==> config.mk <==
export PLATFORM = sky130hd
export DESIGN_NAME = nnpol_ctrl
export DESIGN_NICKNAME = d
export VERILOG_FILES = /design/src/rtl/nnpol_pkg.sv /design/src/rtl/nnpol_ctrl.sv
export SDC_FILE = /design/constraint.sdc
export NUM_CORES = 1
export LEC_CHECK = 0
export ABC_AREA = 1
export BUFFER_PORTS_ARGS = -buffer_cell sky130_fd_sc_hd__buf_4
export CORE_AREA = 2 2 39 41
export CTS_CLUSTER_SIZE = 30
export DETAILED_ROUTE_END_ITERATION = 12
export DIE_AREA = 0 0 41 43
export GPL_TIMING_DRIVEN = 0
export PLACE_DENSITY = 0.72
export SLEW_MARGIN = 10
export SYNTH_ARGS = -nofsm -noshare
export SYNTH_HDL_FRONTEND = slang
export SYNTH_SLANG_ARGS = --single-unit
export TNS_END_PERCENT = 5
==> constraint.sdc <==
create_clock -name clk_i -period 1.1 [get_ports clk_i]
set_clock_uncertainty 0.1 [all_clocks]
set_input_delay 0.055 -clock clk_i [delete_from_list [all_inputs] [get_ports clk_i]]
set_output_delay 0.055 -clock clk_i [all_outputs]
set_load 0.03 [all_outputs]
==> src/rtl/nnpol_pkg.sv <==
// ----------------------------------------------------------------------------
// nnpol_pkg
// Shared widths, defaults and controller/datapath bundles for the pairwise
// output layer of the position evaluator.
// ----------------------------------------------------------------------------
`default_nettype none

package nnpol_pkg;

  // Default network constants.
  localparam int unsigned CLAMP_MAX_DEF    = 255;
  localparam int unsigned WEIGHT_SCALE_DEF = 64;
  localparam int unsigned OUT_SCALE_DEF    = 400;
  localparam int unsigned NUM_BUCKETS_DEF  = 8;

  // Bucket selection constants.
  localparam int unsigned TOTAL_PIECES = 32;
  localparam int unsigned MIN_PIECES   = 2;
  localparam int unsigned BIAS_REGS    = 8;

  // Field and datapath widths.
  localparam int unsigned WORD_W    = 16;
  localparam int unsigned PIECE_W   = 6;
  localparam int unsigned BUCKET_W  = 3;
  localparam int unsigned CFG_IDX_W = 4;
  localparam int unsigned EVAL_W    = 32;
  localparam int unsigned SUM_W     = 64;
  localparam int unsigned HALF_W    = SUM_W / 2;
  localparam int unsigned CLAMP_W   = 8;
  localparam int unsigned PROD_W    = 2 * CLAMP_W;
  localparam int unsigned WPROD_W   = WORD_W + PROD_W + 1;
  localparam int unsigned PAIR_W    = WPROD_W + 1;
  localparam int unsigned SCALE_W   = 11;

  // One input item, as seen by the datapath.
  typedef struct packed {
    logic signed [WORD_W-1:0]  mover_psq_low;
    logic signed [WORD_W-1:0]  mover_extra_low;
    logic signed [WORD_W-1:0]  mover_psq_high;
    logic signed [WORD_W-1:0]  mover_extra_high;
    logic signed [WORD_W-1:0]  other_psq_low;
    logic signed [WORD_W-1:0]  other_extra_low;
    logic signed [WORD_W-1:0]  other_psq_high;
    logic signed [WORD_W-1:0]  other_extra_high;
    logic signed [WORD_W-1:0]  mover_weight;
    logic signed [WORD_W-1:0]  other_weight;
    logic        [PIECE_W-1:0] piece_count;
    logic                      last_pair;
  } nnpol_item_t;

  // Commands from the controller to the datapath.
  typedef struct packed {
    logic load;       // capture the clamped pair values and weights
    logic pick;       // capture the output bucket (first item of a position)
    logic seed;       // seed the running sum with the bucket bias
    logic mul1;       // multiply the clamped halves
    logic mul2;       // apply the weights
    logic pair;       // add the two weighted products
    logic acc;        // add the pair into the running sum
    logic scl_lo;     // scale the low half of the sum
    logic scl_hi;     // scale the high half of the sum
    logic scl_sum;    // combine the scaled halves
    logic div_start;  // launch the divider
    logic emit;       // load the result register
  } nnpol_cmd_t;

  // Status from the datapath to the controller.
  typedef struct packed {
    logic last;
    logic div_busy;
    logic div_done;
  } nnpol_status_t;

endpackage

`default_nettype wire

==> src/rtl/nnpol_ctrl.sv <==
// ----------------------------------------------------------------------------
// nnpol_ctrl
// Sequencer of the output layer: steps one item through the datapath and,
// on the last item of a position, through scaling, division and emission.
// ----------------------------------------------------------------------------
`default_nettype none

module nnpol_ctrl import nnpol_pkg::*; (
  input  wire logic          clk_i,
  input  wire logic          rst_ni,
  input  wire logic          in_valid_i,
  output logic               in_ready_o,
  input  wire logic          out_ready_i,
  output logic               out_valid_o,
  output nnpol_cmd_t         cmd_o,
  input  wire nnpol_status_t status_i
);

  typedef enum logic [3:0] {
    ST_IDLE,
    ST_MUL1,
    ST_MUL2,
    ST_PAIR,
    ST_ACC,
    ST_SCL_LO,
    ST_SCL_HI,
    ST_SCL_SUM,
    ST_DIV_START,
    ST_DIV_WAIT,
    ST_EMIT
  } state_e;

  state_e state_q;
  logic   in_pos_q;
  logic   first_q;
  logic   out_valid_q;
  logic   emit_ok;

  // The result register is free when empty or drained this cycle.
  assign emit_ok = !out_valid_q || out_ready_i;

  // Command decode.
  always_comb begin
    cmd_o           = '0;
    cmd_o.load      = (state_q == ST_IDLE) && in_valid_i;
    cmd_o.pick      = (state_q == ST_IDLE) && in_valid_i && !in_pos_q;
    cmd_o.mul1      = (state_q == ST_MUL1);
    cmd_o.seed      = (state_q == ST_MUL1) && first_q;
    cmd_o.mul2      = (state_q == ST_MUL2);
    cmd_o.pair      = (state_q == ST_PAIR);
    cmd_o.acc       = (state_q == ST_ACC);
    cmd_o.scl_lo    = (state_q == ST_SCL_LO);
    cmd_o.scl_hi    = (state_q == ST_SCL_HI);
    cmd_o.scl_sum   = (state_q == ST_SCL_SUM);
    cmd_o.div_start = (state_q == ST_DIV_START);
    cmd_o.emit      = (state_q == ST_EMIT) && emit_ok;
  end

  // State and registered flags.
  always_ff @(posedge clk_i or negedge rst_ni) begin
    if (!rst_ni) begin
      state_q     <= ST_IDLE;
      in_pos_q    <= 1'b0;
      first_q     <= 1'b0;
      out_valid_q <= 1'b0;
    end else begin
      // The result register fills on emit and drains on a result handshake.
      if (cmd_o.emit) begin
        out_valid_q <= 1'b1;
      end else if (out_valid_q && out_ready_i) begin
        out_valid_q <= 1'b0;
      end
      case (state_q)
        ST_IDLE: begin
          if (in_valid_i) begin
            first_q  <= !in_pos_q;
            in_pos_q <= 1'b1;
            state_q  <= ST_MUL1;
          end
        end
        ST_MUL1:      state_q <= ST_MUL2;
        ST_MUL2:      state_q <= ST_PAIR;
        ST_PAIR:      state_q <= ST_ACC;
        ST_ACC:       state_q <= status_i.last ? ST_SCL_LO : ST_IDLE;
        ST_SCL_LO:    state_q <= ST_SCL_HI;
        ST_SCL_HI:    state_q <= ST_SCL_SUM;
        ST_SCL_SUM:   state_q <= ST_DIV_START;
        ST_DIV_START: state_q <= ST_DIV_WAIT;
        ST_DIV_WAIT: begin
          if (status_i.div_done) begin
            state_q <= ST_EMIT;
          end
        end
        ST_EMIT: begin
          if (emit_ok) begin
            in_pos_q <= 1'b0;
            state_q  <= ST_IDLE;
          end
        end
        default: state_q <= ST_IDLE;
      endcase
    end
  end

  assign in_ready_o  = (state_q == ST_IDLE);
  assign out_valid_o = out_valid_q;

endmodule

`default_nettype wire

### Yosys cells after proc, flatten, opt, wreduce, memory -nomap -nowiden

Index checks and enable logic that the tools add are counted.

* eq/ne operators: 13
* mux-type cells: 10
* reductions and logical operators: 14

Operators with widths (number)
* $pmux W4 S11: 1
* $eq A4 B3 Y1 const B: 4
* $eq A4 B4 Y1 const B: 3
* $mux W4: 3
* $eq A4 B2 Y1 const B: 2
* $ne A2 B2 Y1 const B: 3
* $reduce_and A3 Y1: 2
* $logic_and A1 B1 Y1: 5
* $eq A4 B1 Y1 const B: 1
* $logic_not A4 Y1: 1
* $mux W1: 4
* $reduce_bool A2 Y1: 2
* $mux W3: 1
* $logic_not A1 Y1: 2
* $pmux W1 S2: 1
* $reduce_and A2 Y1: 1
* $logic_or A1 B1 Y1: 1

* logic and storage cells: 41
* input bits: 7
* register bits after elaboration: 7
* output and inout port bits: 14

### Longest topological paths before layout

Gate-level depths: netlist of run 1.

* depth after elaboration: 4
* gate-level depth with buffers: 8
* mapped depth without buffers: 8

### Worst setup path before layout of run 1

Ideal clock, no wire load.

* path type: register to register
* start point: register state_q[1]
* end point: register state_q[0]
* library setup time: 0.065 ns
* buffers on the path: 0
* arrival: 1.373 ns
* data required time: 0.935 ns
* cell stages (with the launch flop): 8
* path slack: -0.439 ns
* period minus slack after synthesis: 1.539 ns
* path through: dfrtp_1 > inv_2 > nand2_4 > nor2_1 > nand2_1 > nand2_1 > nand2_1 > nand2_1

RTL lines
* start, declared: RTL line nnpol_ctrl.sv:33 `state_e state_q;`
* start signal, assigned: RTL line nnpol_ctrl.sv:84 `ST_ACC: state_q <= status_i.last ? ST_SCL_LO : ST_IDLE;`

==> results of run 1 <==
[synth_stat cells (all sizes together)]
cell,count
a31oi,1
o21ai,3
o21bai,1
nand3,4
nand4,1
nor2,18
inv,16
dfrtp,7
nand2,26
[routing by layer]
layer / vias up / GRT usage
met4: 0 / 0.100
met5: - / 0
met2: 14 / 0.303
li1: 290 / -
met1: 251 / 0.195
met3: 4 / 0.0314
[sequential cells by signal, summed over array words and instances (netlist names)]
| name | cells |
|---|---|
| state_q | 4 |
| in_pos_q | 1 |
| out_valid_o | 1 |
| first_q | 1 |
[cell type report]
| cell class | instances | area (um2) |
|---|---|---|
| Clock buffer | 4 | 26.3 |
| Sequential cell | 7 | 179 |
| Multi-Input combinational cell | 54 | 305 |
| Timing Repair Buffer | 26 | 236 |
| Fill cell | 137 | 551 |
| Inverter | 16 | 66.3 |
| Tap cell | 16 | 20.0 |
[per-stage QoR]
stage          setup WS [ns]  setup TNS [ns]  cell area [um2]  power (uW)
5_1_grt               -0.461           -5.60              833        2580
3_5_place_dp          -0.213           -1.51              692        1920
2_1_floorplan         -0.386           -2.30              529        1540
6_report              -0.389           -4.35              833        2400
3_3_place_gp          -0.187           -1.22              692        1890
4_1_cts               -0.402           -4.35              823        2370
[timing repair]
action	CTS	global route
setup buffers	4	0
endpoints found under the hold margin	10	1
pin swaps	1	3
endpoints found under the setup margin	19	20
resized for setup	15	3
[logic make-up after synthesis]
logic type,Yosys count,share of synthesized area
buf+inv,16,0.115
compound gates,5,0.0550
flops,7,0.335
simple gates,49,0.495
[worst max-delay path by stage]
stage	start	to	depth (start not counted)
floorplan	state_q[1]	first_q	6
global placement	state_q[2]	cmd_o[10]	6
detailed placement	state_q[2]	cmd_o[10]	6
CTS	state_q[0]	cmd_o[10]	6
global route	state_q[3]	cmd_o[9]	5
finish	state_q[0]	cmd_o[10]	6
[worst reg2reg max path, cell delays in order (launching register included)]
cell	delay (ns)
dfrtp_2	0.43
buf_4	0.16
nand2_1	0.08
nor2_1	0.05
nand2_1	0.09
nand2_1	0.07
nor2_2	0.12
nand2_1	0.07
nand2_1	0.05
[cells in the final DEF, fill, tap and decap left out, types with 3 or more instances in the layout]
cell type,Yosys,final
nor2_2,2,4
dlygate4sd3_1,0,3
inv_1,9,8
dfrtp_2,0,3
o21ai_0,3,3
clkbuf_4,0,3
dfrtp_1,7,4
nand2_1,24,22
buf_6,0,9
inv_2,7,6
buf_4,0,14
nor2_1,11,8
nor2_4,5,6
[power by group through the flow]
stage / registers, uW / clock network, uW / logic, uW
after floorplan: 486 / 0 / 1050
final: 486 / 233 / 1680
after global routing: 495 / 259 / 1830
after CTS: 484 / 234 / 1660
after detailed placement: 492 / 0 / 1430
after global placement: 489 / 0 / 1410
==> insert_results.sql, run 1 <==
INSERT INTO impl_metrics (metric_group, metric, value, unit) VALUES
('run_status', 'run_status', 'complete, but fails checks', ''),
('run_status', 'violations', 'negative hold slack, negative setup slack', ''),
('power_and_ir_drop', 'intPower', '1160', 'uW'),
('synthesis', 'ffs_latches_synth', '7', ''),
('floorplanning', 'die_y', '43', 'um'),
('global_routing', 'grt_remaining_overflow', '0', ''),
('sta', 'final.min_clock_period', '1.49', 'ns'),
('sta', 'worstMarginPinSlew', '0.197', 'ns'),
('critical_path', 'worstPathBufferInverterCount', '2', ''),
('global_routing', 'via_count_of_the_first_global_routing_pass', '522', ''),
('routing', 'drt_pre_antenna_iters', '4', ''),
('floorplanning', 'die_width', '41', 'um'),
('routing', 'post_drt_wl_per_cell', '10.4', 'um'),
('critical_path', 'critPathRequiredTime', '0.94', 'ns'),
('sta', 'hold_ws', '-0.0329', 'ns'),
('floorplanning', 'design.die.area', '1760', 'um2'),
('critical_path', 'r2r.worst_path.cells', '8', ''),
('routing', 'maxUsedRoutingLayer', 'met4', ''),
('critical_path', 'critPathLaunchType', 'flip-flop', ''),
('power_and_ir_drop', 'p_sw_frac', '0.515', ''),
('routing', 'wl_met2', '677', 'um'),
('synthesis', 'synth.avg_cell_area', '6.79', 'um2'),
('place', 'place.port_buffers', '19', ''),
('cells_and_area', 'syn_to_final_growth', '59.3', '%'),
('sta', 'fmax', '671', 'MHz'),
('critical_path', 'critical_path.cell_chain', 'inv_4, nand2_4, nor2_4, nand2_4, nor2_4, buf_6', ''),
('sta', 'hold_viol_final', '1', ''),
('routing', 'via_count', '559', ''),
('critical_path', 'critical_path.reg2reg.startpoint', 'state_q[3]', ''),
('clocking', 'cts_tree', 'yes', ''),
('synthesis', 'synth.yosys.warnings', '0', ''),
('power_and_ir_drop', 'power.clock.fraction', '0.097', ''),
('cells_and_area', 'finish.net_count', '115', ''),
('clocking', 'clock-root-buffer', 'clkbuf_4', ''),
('global_routing', 'grt_pass1_wl', '2.04', 'mm'),
('critical_path', 'cpMaxStageDelayCell', 'dfrtp_2', ''),
('place', 'finalWeightedCongestion', '0.814', ''),
('critical_path', 'regToRegEndpoint', 'state_q[0]', ''),
('cells_and_area', 'finalNonFillerCells', '123', ''),
('clocking', 'cts_made_buffers', '3', ''),
('critical_path', 'crit_fanout', '5', ''),
('synthesis', 'yosys-top-cells-area', 'dfrtp_1, nand2_1, nor2_4, nor2_1, inv_1', ''),
('sta', 'post-route-worst-setup-slack', '-0.389', 'ns'),
('clocking', 'clock-sinks', '7', ''),
('job', 'max-cap-violations', '0', ''),
('synthesis', 'postSynthNetCount', '84', ''),
('hold_path', 'min_path_cells', '3', ''),
('power_and_ir_drop', 'combPwrFrac', '0.700', ''),
('power_and_ir_drop', 'power.density_cell_area', '2880', 'nW/um2'),
('synthesis', 'synth_top_area_cell', 'dfrtp_1', ''),
('synthesis', 'synth_top_area_frac', '0.335', ''),
('cells_and_area', 'finish.utilization', '0.602', ''),
('sta', 'final-max-slew-violation-count', '0', ''),
('sta', 'timing.final.crit_share', '1.35', ''),
('synthesis', 'post_synth_inst_count', '77', ''),
('hold_path', 'hold_path_startpoint', 'in_valid_i', ''),
('clocking', 'h_tree_levels', '1', ''),
('routing', 'detailedRoute.firstIterationViolations', '14', ''),
('sta', 'grt_setup_unrepaired', 'yes', ''),
('floorplanning', 'fp-row-count', '14', ''),
('hold_path', 'min-delay-path-class', 'in2reg', ''),
('critical_path', 'worstSetupEndpointType', 'primary output', ''),
('sta', 'setup_viol', '18', ''),
('clocking', 'clkSlewWorstSetupHoldPaths', '0.05', 'ns'),
('power_and_ir_drop', 'fraction_of_power_consumed_by_sequential_logic', '0.203', ''),
('floorplanning', 'num_io_pins', '21', ''),
('routing', 'met3_length', '51', 'um'),
('synthesis', 'yosys.cell_types.count', '14', ''),
('routing', 'viasPerCell', '4.54', ''),
('place', 'place.detailed.hpwl', '966', 'um'),
('critical_path', 'critPathTopFamily', 'flip-flops', '');
No activity file was read; power rests on OpenSTA's default activity.
==> run 2, diff against run 1 <==
- GPL_TIMING_DRIVEN: 0 -> 1
- TNS_END_PERCENT: 5 -> not set
==> insert_results.sql, run 2 (synthesis gave the netlist of run 1 again) <==
INSERT INTO impl_metrics (metric_group, metric, value, unit) VALUES
('run_status', 'run_status', 'complete, but fails checks', ''),
('run_status', 'violations', 'negative hold slack, negative setup slack', ''),
('floorplanning', 'num_io_pins', '21', ''),
('critical_path', 'critical_path.cell_chain', 'buf_4, nor2_4, nand2_2, buf_6, nor2_4, buf_6', ''),
('routing', 'via_count', '682', ''),
('job', 'max-cap-violations', '0', ''),
('sta', 'final.min_clock_period', '1.52', 'ns'),
('floorplanning', 'initial_utilization', '0.378', ''),
('sta', 'fmax', '658', 'MHz'),
('clocking', 'cts.hold.buffers_added', '3', ''),
('sta', 'grt_setup_unrepaired', 'yes', ''),
('floorplanning', 'die_width', '41', 'um'),
('clocking', 'cts_max_path_buffers', '2', ''),
('critical_path', 'worstSetupEndpointType', 'primary output', ''),
('place', 'finalWeightedCongestion', '0.828', ''),
('sta', 'timing.final.crit_share', '1.38', ''),
('global_routing', 'grt_pass1_wl', '2.60', 'mm'),
('routing', 'ant_nets', '0', ''),
('routing', 'drt_pre_antenna_iters', '4', ''),
('critical_path', 'r2r.worst_path.cells', '9', ''),
('cells_and_area', 'top_reg_by_flops', 'state_q', ''),
('hold_path', 'hold_path_startpoint', 'in_valid_i', ''),
('hold_path', 'min_path_cells', '3', ''),
('power_and_ir_drop', 'leakagePower', '0.000628', 'uW'),
('floorplanning', 'fp-row-count', '14', ''),
('global_routing', 'grt_remaining_overflow', '0', ''),
('clocking', 'h_tree_levels', '1', ''),
('floorplanning', 'design.die.area', '1760', 'um2'),
('clocking', 'cts_made_buffers', '3', ''),
('sta', 'setup_viol', '20', ''),
('critical_path', 'worstSetupPathType', 'reg2out', ''),
('sta', 'final-max-slew-violation-count', '0', ''),
('critical_path', 'critPathRequiredTime', '0.94', 'ns'),
('routing', 'drt_drc_violations_left', '0', ''),
('routing', 'detailedRoute.firstIterationViolations', '11', ''),
('place', 'place.detailed.hpwl', '1.08', 'mm'),
('global_routing', 'grt_antenna_before_repair', '0', ''),
('place', 'detailedPlace.worstSlack', '-0.170', 'ns'),
('power_and_ir_drop', 'vdd.ir_drop.worst', '1.74', 'mV'),
('power_and_ir_drop', 'post-layout-total-power', '3240', 'uW'),
('clocking', 'clock-sinks', '7', ''),
('routing', 'postRouteWirelength', '1.99', 'mm'),
('global_routing', 'grt_max_degree', '8', ''),
('critical_path', 'crit_fanout', '4', ''),
('critical_path', 'timing.critical_path.arrival', '1.37', 'ns'),
('hold_path', 'min-delay-path-class', 'in2reg', ''),
('clocking', 'clock-root-buffer', 'clkbuf_4', ''),
('critical_path', 'regToRegEndpoint', 'state_q[1]', ''),
('critical_path', 'timing.reg2reg.setup_slack', '-0.36', 'ns'),
('cells_and_area', 'antenna_cells_inserted', '0', ''),
('sta', 'post-route-worst-setup-slack', '-0.420', 'ns'),
('power_and_ir_drop', 'power.density_cell_area', '2840', 'nW/um2'),
('global_routing', 'grt_util_all_layers', '0.220', ''),
('floorplanning', 'die_y', '43', 'um'),
('floorplanning', 'core', '1380', 'um2'),
('cells_and_area', 'layout_commonest_cell', 'buf_4', ''),
('critical_path', 'cpMaxStageDelayCell', 'dfrtp_2', ''),
('sta', 'worstMarginPinSlew', '0.181', 'ns'),
('place', 'place.port_buffers', '19', ''),
('critical_path', 'critical_path.reg2reg.startpoint', 'state_q[2]', ''),
('cells_and_area', 'syn_to_final_growth', '118', '%'),
('sta', 'hold_ws', '-0.0147', 'ns'),
('sta', 'max_slew_margin', '0.879', ''),
('critical_path', 'critPathMaxStageDelay', '0.44', 'ns'),
('global_routing', 'via_count_of_the_first_global_routing_pass', '605', ''),
('critical_path', 'critPathLaunchType', 'flip-flop', ''),
('cells_and_area', 'post_route_cells_drive_above_1_share', '0.723', ''),
('sta', 'hold_viol_final', '1', ''),
('routing', 'viasPerCell', '4.67', ''),
('clocking', 'cts_tree', 'yes', ''),
('clocking', 'clkSlewWorstSetupHoldPaths', '0.05', 'ns'),
('cells_and_area', 'final_cell_mix', 'buf_4, buf_6, nand2_1', ''),
('clocking', 'clkLatencyLatePin', '0.24', 'ns'),
('cells_and_area', 'largest_reg_flops', '4', ''),
('routing', 'post_drt_wl_per_cell', '13.6', 'um'),
('cells_and_area', 'finish.net_count', '138', ''),
('hold_path', 'worst_hold_endpoint', 'in_pos_q', '');
run 2: worst max path at each step:
stage | from | to | slack, ns | depth (start not counted)
after floorplan | state_q[2] | first_q | -0.38 | 6
after CTS | state_q[3] | cmd_o[10] | -0.38 | 6
after global placement | state_q[0] | cmd_o[10] | -0.17 | 6
final | state_q[2] | cmd_o[0] | -0.42 | 6
after global routing | state_q[2] | cmd_o[10] | -0.47 | 6
after detailed placement | state_q[2] | cmd_o[10] | -0.17 | 6
run 2: area by class of cell:
class / count / area [um2]
repair buffers: 49 / 454
inverters: 16 / 68.8
flip-flops and latches: 7 / 180
multi-input cells: 54 / 393
clock buffers: 4 / 26.3
well taps: 16 / 20.0
fillers: 81 / 241
run 2: power breakdown:
part           internal [uW]  switching, uW
registers                372            114
logic                   1140           1390
clock network            138           85.7
run 2: worst max-delay path, delay by kind of cell, from the launching register on:
kind / cells / cell delay, ns
buffers and inverters: 3 / 0.42
and+or+nand+nor: 3 / 0.26
DFF: 1 / 0.44
run 2: timing repair:
item	in CTS	in global routing
buffers inserted	12	6
setup endpoints to repair	20	20
hold endpoints to repair	11	1
resized for setup	43	6
pin swaps	12	4
run 2: per-stage QoR:
step	instance area (um2)	std cells	utilization	TNS [ns]
global placement	793	121	0.573	-1.49
detailed placement	793	121	0.573	-1.65
global route	1140	146	0.825	-7.05
floorplan	563	77	-	-1.59
finish	1140	146	0.825	-6.02
CTS	1080	140	0.784	-4.85
run 2: layer usage:
metal / routed length, um / track usage
met1: 790 / 0.294
met2: 1150 / 0.353
met3: 50 / 0.0157
met4: 0 / 0.0800
met5: 0 / 0
==> run 3, diff against run 2 <==
- CTS_CLUSTER_DIAMETER: not set -> 120
- SETUP_SLACK_MARGIN: not set -> 0.5
==> insert_results.sql, run 3 (synthesis gave the netlist of run 1 again) <==
INSERT INTO impl_metrics (metric_group, metric, value, unit) VALUES
('run_status', 'run_status', 'complete, but fails checks', ''),
('run_status', 'violations', 'negative hold slack, negative setup slack', ''),
('sta', 'worstMarginPinSlew', '0.272', 'ns'),
('cells_and_area', 'finalNonFillerCells', '147', ''),
('cells_and_area', 'multi_input_gate_area_in_the_final_layout', '429', 'um2'),
('cells_and_area', 'finish.utilization', '0.873', ''),
('global_routing', 'grt_pass1_wl', '2.97', 'mm'),
('clocking', 'clkSlewWorstSetupHoldPaths', '0.07', 'ns'),
('place', 'detailedPlace.worstSlack', '-0.202', 'ns'),
('global_routing', 'via_count_of_the_first_global_routing_pass', '650', ''),
('sta', 'setup_total_negative_slack', '-7.76', 'ns'),
('critical_path', 'crit_fanout', '4', ''),
('global_routing', 'grt_util_all_layers', '0.267', ''),
('clocking', 'clkLatencyLatePin', '0.28', 'ns'),
('critical_path', 'worstSetupPathType', 'reg2out', ''),
('floorplanning', 'design.die.area', '1760', 'um2'),
('floorplanning', 'core', '1380', 'um2'),
('sta', 'post-route-worst-setup-slack', '-0.538', 'ns'),
('floorplanning', 'fp-row-count', '14', ''),
('hold_path', 'worst_hold_endpoint', 'out_valid_o', ''),
('hold_path', 'min-delay-path-class', 'in2reg', ''),
('clocking', 'h_tree_levels', '1', ''),
('power_and_ir_drop', 'power.density_cell_area', '3060', 'nW/um2'),
('routing', 'detailedRoute.firstIterationViolations', '33', ''),
('routing', 'post_drt_wl_per_cell', '17.5', 'um'),
('sta', 'final-max-slew-violation-count', '0', ''),
('hold_path', 'min_path_cells', '2', ''),
('critical_path', 'r2r.worst_path.cells', '8', ''),
('critical_path', 'timing.reg2reg.setup_slack', '-0.50', 'ns'),
('place', 'place.port_buffers', '19', ''),
('sta', 'grt_setup_unrepaired', 'yes', ''),
('routing', 'drt_drc_violations_left', '0', ''),
('global_routing', 'grt_remaining_overflow', '0', ''),
('routing', 'ant_nets', '0', ''),
('power_and_ir_drop', 'vdd.ir_drop.worst', '1.76', 'mV'),
('critical_path', 'cpMaxStageDelayCell', 'dfrtp_2', ''),
('clocking', 'cts_made_buffers', '3', ''),
('cells_and_area', 'largest_reg_flops', '4', ''),
('critical_path', 'critical_path.cell_chain', 'nor2_2, nand2_2, buf_6, nor2_4, buf_6', ''),
('clocking', 'cts.hold.buffers_added', '1', ''),
('critical_path', 'critPathLaunchType', 'flip-flop', ''),
('floorplanning', 'die_width', '41', 'um'),
('critical_path', 'worstSetupEndpointType', 'primary output', ''),
('cells_and_area', 'top_reg_by_flops', 'state_q', ''),
('cells_and_area', 'finish.net_count', '139', ''),
('sta', 'setup_viol', '20', ''),
('place', 'dpl.cell_count', '122', ''),
('sta', 'fmax', '610', 'MHz'),
('floorplanning', 'initial_utilization', '0.378', ''),
('critical_path', 'critPathMostFrequentCell', 'buf_6', ''),
('job', 'max-cap-violations', '0', ''),
('power_and_ir_drop', 'post-layout-total-power', '3700', 'uW'),
('floorplanning', 'die_y', '43', 'um'),
('critical_path', 'critPathTopFamily', 'flip-flops', ''),
('routing', 'via_count', '769', ''),
('clocking', 'cts_tree', 'yes', ''),
('clocking', 'clock-sinks', '7', ''),
('sta', 'final.min_clock_period', '1.64', 'ns'),
('place', 'finalWeightedCongestion', '0.873', ''),
('sta', 'hold_viol_final', '2', ''),
('floorplanning', 'num_io_pins', '21', ''),
('cells_and_area', 'antenna_cells_inserted', '0', ''),
('critical_path', 'timing.critical_path.arrival', '1.48', 'ns'),
('hold_path', 'hold_path_startpoint', 'out_ready_i', ''),
('critical_path', 'regToRegEndpoint', 'in_pos_q', ''),
('cells_and_area', 'fillers', '56', ''),
('cells_and_area', 'post_route_cells_drive_above_1_share', '0.794', ''),
('cells_and_area', 'regArea', '181', 'um2'),
('sta', 'timing.final.crit_share', '1.49', ''),
('critical_path', 'worstPathBufferInverterCount', '2', ''),
('clocking', 'cts_max_path_buffers', '2', ''),
('routing', 'drt_pre_antenna_iters', '6', ''),
('place', 'place.detailed.hpwl', '1.10', 'mm'),
('power_and_ir_drop', 'leakagePower', '0.000623', 'uW'),
('critical_path', 'critPathRequiredTime', '0.94', 'ns'),
('sta', 'hold_ws', '-0.111', 'ns'),
('global_routing', 'grt_antenna_before_repair', '0', ''),
('critical_path', 'critPathMaxStageDelay', '0.47', 'ns'),
('cells_and_area', 'final_cell_mix', 'buf_4, buf_6, nor2_4, nand2_1, inv_2', ''),
('clocking', 'clock-root-buffer', 'clkbuf_4', ''),
('global_routing', 'grt_max_degree', '8', ''),
('critical_path', 'critical_path.reg2reg.startpoint', 'state_q[2]', ''),
('routing', 'postRouteWirelength', '2.57', 'mm'),
('routing', 'viasPerCell', '5.23', ''),
('sta', 'max_slew_margin', '0.819', ''),
('cells_and_area', 'syn_to_final_growth', '131', '%');
-- run 3: cell types whose count changed in the layout (fill, tap and decap cells not counted), sizes merged --
cell         previous run  this run
buf                    46        49
dlygate4sd3             3         1
-- run 3: area by class of cell --
cell class              count  area share
repair buffers             50       0.398
multi-input cells          54       0.355
flip-flops and latches      7       0.150
inverters                  16      0.0590
clock buffers               4      0.0217
well taps                  16      0.0166
-- run 3: worst max-delay path by stage --
stage | start | end | slack [ns] | cells past startpoint
finish | state_q[2] | cmd_o[0] | -0.54 | 5
global route | state_q[3] | cmd_o[0] | -0.58 | 6
CTS | state_q[3] | cmd_o[10] | -0.44 | 6
detailed placement | state_q[2] | in_pos_q | -0.20 | 6
global placement | state_q[2] | cmd_o[10] | -0.20 | 6
floorplan | state_q[2] | first_q | -0.38 | 6
-- run 3: power by group --
part	total, uW	switching [uW]	internal [uW]
Sequential	523	148	375
Clock	273	133	141
Combinational	2900	1580	1320
-- run 3: metal layers --
layer | wire [um] | GRT usage | up-vias
met1 | 980 | 0.344 | 349
met4 | 103 | 0.160 | 0
met2 | 1230 | 0.384 | 64
met3 | 259 | 0.0628 | 14
met5 | 0 | 0 | -
li1 | - | - | 342
-- run 3: worst reg2reg max path: stages, from the launching register on --
cell and delay [ns]:
dfrtp_2 0.47, nor2_2 0.28, nand2_2 0.11, buf_4 0.15
buf_6 0.11, o21ai_2 0.05, nand3_1 0.11, nand2_1 0.07
nand2_1 0.05
-- run 3: timing repair --
item	4_1_cts	5_1_grt
setup buffers	11	9
pin swaps	5	8
endpoints found under the hold margin	10	2
endpoints found under the setup margin	21	21
resized for setup	24	33
-- run 3: through the flow --
stage               hold slack (ns)  instance area [um2]
floorplan                    -0.341                  568
global placement             -0.222                  806
detailed placement           -0.222                  806
CTS                          -0.123                 1000
global route                 -0.113                 1210
finish                       -0.111                 1210
